### src/hw/rtl/sss_pkg.sv
package sss_pkg;

  localparam int TABLE_DEPTH = 256;
  localparam int KEY_CHARS   = 4;

  localparam int ADDR_W = (TABLE_DEPTH > 1) ? $clog2(TABLE_DEPTH) : 1;
  localparam int CNT_W  = ADDR_W + 1;
  localparam int KEY_W  = 8 * KEY_CHARS;
  localparam int WORD_W = (KEY_W < 32) ? KEY_W : 32;

  localparam int IDX_W  = 8;
  localparam int POS_W  = 8;
  localparam int CFG_W  = 9;

  localparam logic CMD_WRITE  = 1'b0;
  localparam logic CMD_SEARCH = 1'b1;

  typedef struct packed {
    logic             found;
    logic [POS_W-1:0] position;
  } sss_result_t;

endpackage

### src/hw/rtl/sss_search.sv
module sss_search (
  input  logic                        clk,
  input  logic                        rst_n,
  input  logic                        start_i,
  input  logic [sss_pkg::WORD_W-1:0]  key_i,
  input  logic [sss_pkg::CNT_W-1:0]   count_i,
  output logic [sss_pkg::ADDR_W-1:0]  ram_addr_o,
  input  logic [sss_pkg::WORD_W-1:0]  ram_rdata_i,
  output logic                        busy_o,
  output logic                        res_valid_o,
  output sss_pkg::sss_result_t        res_o,
  input  logic                        res_take_i
);

  import sss_pkg::*;

  typedef enum logic [2:0] {
    S_IDLE,
    S_START,
    S_PICK,
    S_CHECK,
    S_DONE
  } state_t;

  state_t             state_r, state_nxt;
  logic [CNT_W-1:0]   lo_r, lo_nxt;
  logic [CNT_W-1:0]   hip1_r, hip1_nxt;
  logic [CNT_W-1:0]   mid_r, mid_nxt;
  logic [CNT_W-1:0]   dist_r, dist_nxt;
  logic [CNT_W-1:0]   cand_r, cand_nxt;
  logic               side_r, side_nxt;
  logic               right_r, right_nxt;
  logic [WORD_W-1:0]  key_r, key_nxt;
  sss_result_t        res_r, res_nxt;

  logic [CNT_W:0]     mid_sum;
  logic [CNT_W-1:0]   room_left;
  logic [CNT_W:0]     right_sum;
  logic               left_ok;
  logic               right_ok;

  assign mid_sum   = {1'b0, lo_r} + {1'b0, hip1_r} - {{CNT_W{1'b0}}, 1'b1};
  assign room_left = mid_r - lo_r;
  assign left_ok   = (dist_r <= room_left);
  assign right_sum = {1'b0, mid_r} + {1'b0, dist_r};
  assign right_ok  = (right_sum < {1'b0, hip1_r});

  always_comb begin
    state_nxt = state_r;
    lo_nxt    = lo_r;
    hip1_nxt  = hip1_r;
    mid_nxt   = mid_r;
    dist_nxt  = dist_r;
    cand_nxt  = cand_r;
    side_nxt  = side_r;
    right_nxt = right_r;
    key_nxt   = key_r;
    res_nxt   = res_r;
    case (state_r)
      S_IDLE: begin
        if (start_i) begin
          lo_nxt    = '0;
          hip1_nxt  = count_i;
          key_nxt   = key_i;
          state_nxt = S_START;
        end
      end
      S_START: begin
        if (lo_r >= hip1_r) begin
          res_nxt   = '{found: 1'b0, position: '0};
          state_nxt = S_DONE;
        end else begin
          mid_nxt   = mid_sum[CNT_W:1];
          dist_nxt  = '0;
          side_nxt  = 1'b0;
          state_nxt = S_PICK;
        end
      end
      S_PICK: begin
        if (!side_r && left_ok) begin
          cand_nxt  = mid_r - dist_r;
          right_nxt = 1'b0;
          state_nxt = S_CHECK;
        end else if (right_ok) begin
          cand_nxt  = right_sum[CNT_W-1:0];
          right_nxt = 1'b1;
          state_nxt = S_CHECK;
        end else if (left_ok) begin
          dist_nxt = dist_r + 1'b1;
          side_nxt = 1'b0;
        end else begin
          res_nxt   = '{found: 1'b0, position: '0};
          state_nxt = S_DONE;
        end
      end
      S_CHECK: begin
        if (ram_rdata_i == '0) begin
          if (dist_r == '0) begin
            dist_nxt = {{(CNT_W-1){1'b0}}, 1'b1};
            side_nxt = 1'b0;
          end else if (!right_r) begin
            side_nxt = 1'b1;
          end else begin
            dist_nxt = dist_r + 1'b1;
            side_nxt = 1'b0;
          end
          state_nxt = S_PICK;
        end else if (ram_rdata_i == key_r) begin
          res_nxt   = '{found: 1'b1, position: POS_W'(cand_r)};
          state_nxt = S_DONE;
        end else if (ram_rdata_i > key_r) begin
          hip1_nxt  = cand_r;
          state_nxt = S_START;
        end else begin
          lo_nxt    = cand_r + 1'b1;
          state_nxt = S_START;
        end
      end
      S_DONE: begin
        if (res_take_i) begin
          state_nxt = S_IDLE;
        end
      end
      default: begin
        state_nxt = S_IDLE;
      end
    endcase
  end

  always_ff @(posedge clk) begin
    if (!rst_n) begin
      state_r <= S_IDLE;
    end else begin
      state_r <= state_nxt;
    end
    lo_r    <= lo_nxt;
    hip1_r  <= hip1_nxt;
    mid_r   <= mid_nxt;
    dist_r  <= dist_nxt;
    cand_r  <= cand_nxt;
    side_r  <= side_nxt;
    right_r <= right_nxt;
    key_r   <= key_nxt;
    res_r   <= res_nxt;
  end

  assign ram_addr_o  = cand_nxt[ADDR_W-1:0];
  assign busy_o      = (state_r != S_IDLE);
  assign res_valid_o = (state_r == S_DONE);
  assign res_o       = res_r;

endmodule

### config.mk
export PLATFORM = sky130hd
export DESIGN_NAME = sss_search
export DESIGN_NICKNAME = d
export VERILOG_FILES = /design/src/hw/rtl/sss_pkg.sv /design/src/hw/rtl/sss_search.sv
export SDC_FILE = /design/constraint.sdc
export NUM_CORES = 1
export LEC_CHECK = 0
export BUFFER_PORTS_ARGS = -buffer_cell sky130_fd_sc_hd__buf_4
export CAP_MARGIN = 25
export CORE_MARGIN = 2
export CORE_UTILIZATION = 35
export DETAILED_ROUTE_END_ITERATION = 8
export PLACE_DENSITY = 0.57
export SLEW_MARGIN = 0
export SYNTH_ARGS = -nofsm -noshare
export SYNTH_HDL_FRONTEND = slang
export SYNTH_SLANG_ARGS = --single-unit
export TNS_END_PERCENT = 10
### constraint.sdc
create_clock -name clk -period 5.08 [get_ports clk]
set_clock_uncertainty 0.2 [all_clocks]
set_input_delay 0.762 -clock clk [delete_from_list [all_inputs] [get_ports clk]]
set_output_delay 0.762 -clock clk [all_outputs]
set_load 0.005 [all_outputs]
==> impl_metrics.json <==
{
  "r2r_cells": 16,
  "regToRegEndpoint": "dist_r[3]",
  "worstSetupPathType": "reg -> out",
  "fmax_mhz": 201,
  "worstPathArrival_ns": 4.00,
  "maxCapViolCount": 0,
  "postRouteAntennaNets": 0,
  "relSlewSlack_pct": 53.0,
  "power_density_nw_per_um2": 723,
  "die_area_um2": 20100,
  "cts_tree": "yes",
  "ir_drop_uv": 261,
  "yosysSeqAreaShare_pct": 39.5,
  "min_to": "key_r[14]",
  "hold_buffers": 0,
  "hold_start": "key_i[14]",
  "netlist_instances": 658,
  "nNetsFinal": 961,
  "wl_per_cell_um": 17.2,
  "power_mw": 5.94,
  "area_growth_pct": 23.7,
  "pin_count": 96,
  "cpLargestDelayFamily": "simple AND/OR/NAND/NOR gates",
  "whs_path_depth": 1,
  "grt_max_degree": 28,
  "path_max_fanout": 5,
  "finalCriticalPeriod_ns": 4.96,
  "die_x_um": 142,
  "h-tree-depth": 3,
  "grt_pass1_vias": 5379,
  "die_height_um": 142,
  "max-clock-path-buffers": 2,
  "crit_required_ns": 4.12,
  "syn_nets": 842,
  "ys_types": 62,
  "num_vias": 5217,
  "routed_via_density": 5.13,
  "antenna_found_initial": 0,
  "wirelength_um": 17500,
  "cp_slowest_cell": "or4_4",
  "worst_path_largest_cell_delay_ns": 0.49,
  "hold_violations": 0,
  "avgSynthCellArea_um2": 10.1,
  "cts_made_buffers": 9,
  "hpwl_um": 14600,
  "track_usage_pct": 17.9,
  "core_area_um2": 18600,
  "drt_pass1_iterations": 4,
  "reg2reg_slack_ns": 0.79,
  "cts.sinks": 91,
  "yosys_warnings": 0,
  "drt-initial-drc-count": 302,
  "port_buffers": 95,
  "ys.flop_type": "edfxtp_1",
  "dp.cells": 987,
  "clock_latency_ns": 0.35,
  "setup_viol": 0,
  "grt_pass1_wl_um": 27800,
  "gr-total-overflow": 0,
  "syn_area_um2": 6650,
  "worstPathCellList": "inv_2 > ha_4 > nand2b_4 > a2111o_1 > and3_1 > or4_4 > and2_1 > ha_1 > a21oi_2 > nor2b_1 > nor3_2 > and3_4 > o21ai_4 > buf_4 > o2bb2ai_1 > buf_4",
  "timing.rr.start": "dist_r[1]",
  "final_max_slew_viol_count": 0,
  "start_util_pct": 35.7,
  "cts_root_buf": "clkbuf_16",
  "final_cells": 1016,
  "async_flop_share_pct": 0,
  "rows": 50,
  "min_path_type": "in -> reg",
  "cp-end-kind": "output pin",
  "cts.reportedPaths.clkPinSlew_ns": 0.07,
  "drc": 0,
  "synth-seq-cells": 91,
  "synth-edff-count": 80,
  "leakage_nw": 3.67,
  "outcome": "completed",
  "rsz0062_at_grt": "yes",
  "n_fill_cell": 1805,
  "layout-drive-gt1-share_pct": 21.6,
  "tightest_slew_ns": 0.704,
  "antenna_cells": 0,
  "finalCritPeriodShare_pct": 97.7,
  "cpMostUsedCell": "buf_4",
  "cp.buffers_inverters": 3,
  "gp_congestion": 0.899,
  "start_kind": "flop"
}
-- what timing repair did --
| action | 4_1_cts | 5_1_grt |
|---|---|---|
| pin swaps | 2 | 14 |
| endpoints found under the setup margin | 8 | 8 |
| buffers inserted | 4 | 8 |
| resized for setup | 11 | 22 |
-- registers in the layout (all words and copies together), names as in the netlist --
signal and count:
mid_r 9, hip1_r 9, key_r 32, right_r 1
state_r 3, cand_r 9, res_o 9, lo_r 9
dist_r 9, side_r 1
-- cells in the mapped netlist (all sizes together), types with 16 or more instances --
library cell	n	area share [%]
a21oi	30	2.3
inv	98	5.5
o21ai	18	1.5
edfxtp	80	36
xnor2	28	3.7
nor2	38	2.1
nor3	16	1.2
nand2	23	1.3
ha	103	19
a21o	17	1.9
nand3	20	1.5
-- cells in the final DEF (no fill, tap or decap), types with 3 or more instances in the layout --
cell and n:
buf_4 117, ha_1 100, inv_1 93, edfxtp_1 80, nor2_1 38, xnor2_1 28
a21oi_1 27, nand2_1 22, nand3_1 19, a21o_1 17, nor3_1 15, nor2b_1 13
nor4_1 13, o21ai_0 12, nand2b_1 11, nand4_1 11, dfxtp_1 11, xor2_1 10
and2_1 9, clkbuf_16 9, and3_1 6, a211oi_1 6, or2_2 6, o211ai_1 6
a31oi_1 6, o31ai_1 5, o21a_1 5, nor3b_1 4, o21ai_1 4, inv_2 4
or3_1 4, a211o_1 4, a2111o_1 3, nand3b_1 3, a21oi_2 3, a21boi_0 3
fa_1 3, ha_4 3
-- how the worst max path moves through the flow --
stage	cells after the start	slack [ns]	start	end
6_report	16	0.12	dist_r[1]	ram_addr_o[2]
5_1_grt	14	-0.02	mid_r[1]	ram_addr_o[5]
4_1_cts	15	0.0001	mid_r[1]	ram_addr_o[2]
3_5_place_dp	14	0.18	dist_r[3]	ram_addr_o[7]
3_3_place_gp	14	0.27	dist_r[3]	ram_addr_o[7]
2_1_floorplan	14	0.49	dist_r[1]	ram_addr_o[5]
-- through the flow --
stage / setup TNS [ns] / utilization, % / worst slack, ns / hold slack (ns) / cell area, um2
floorplan: 0 / - / 0.487 / 0.310 / 6650
global route: -0.0914 / 44.1 / -0.0203 / 0.378 / 8220
finish: 0 / 44.1 / 0.116 / 0.387 / 8220
CTS: 0 / 43.3 / 0.000108 / 0.375 / 8070
detailed placement: 0 / 41.3 / 0.182 / 0.392 / 7700
global placement: 0 / 41.2 / 0.265 / 0.380 / 7680
-- metal layers --
layer,global-route usage [%],share of wire [%],vias to the layer above,wire [um]
li1,-,-,2594,-
met1,21.3,42,2459,7340
met2,31.8,50,142,8660
met3,3.71,5.4,22,945
met4,7.16,3.0,0,527
met5,0,0,-,0
-- report_power, final --
part	internal, mW	total, mW	switching (mW)
logic	1.70	3.82	2.12
registers	1.23	1.45	0.222
clock network	0.385	0.674	0.290
total	3.31	5.94	2.63
-- layout make-up --
type	count	area (um2)	share of cell area, %
Clock buffer	11	233	2.83
Clock inverter	5	60.1	0.731
Inverter	99	374	4.55
Multi-Input combinational cell	458	3730	45.4
Sequential cell	91	2620	31.9
Tap cell	234	293	3.56
Timing Repair Buffer	118	906	11.0
-- worst reg2reg max path, delay by kind of cell, from the launching register on --
family / cells / cell delay, ns
AOI/OAI and AO/OA: 3 / 0.73
adders and majority gates: 2 / 0.52
buffers and inverters: 3 / 0.48
DFF: 1 / 0.42
and+or+nand+nor: 8 / 1.64
-- kinds of logic (layout without fill, tap and decap cells) --
family	count (synthesis)	after routing	share of synthesized area (%)
and+or+nand+nor	183	183	14.8
xor gates and xnor gates	38	38	5.01
DFF	91	91	39.5
AOI/OAI and AO/OA	130	130	13.9
buffers and inverters	109	233	6.25
adders and majority gates	107	107	20.6
(Power assumes the default switching activity.)
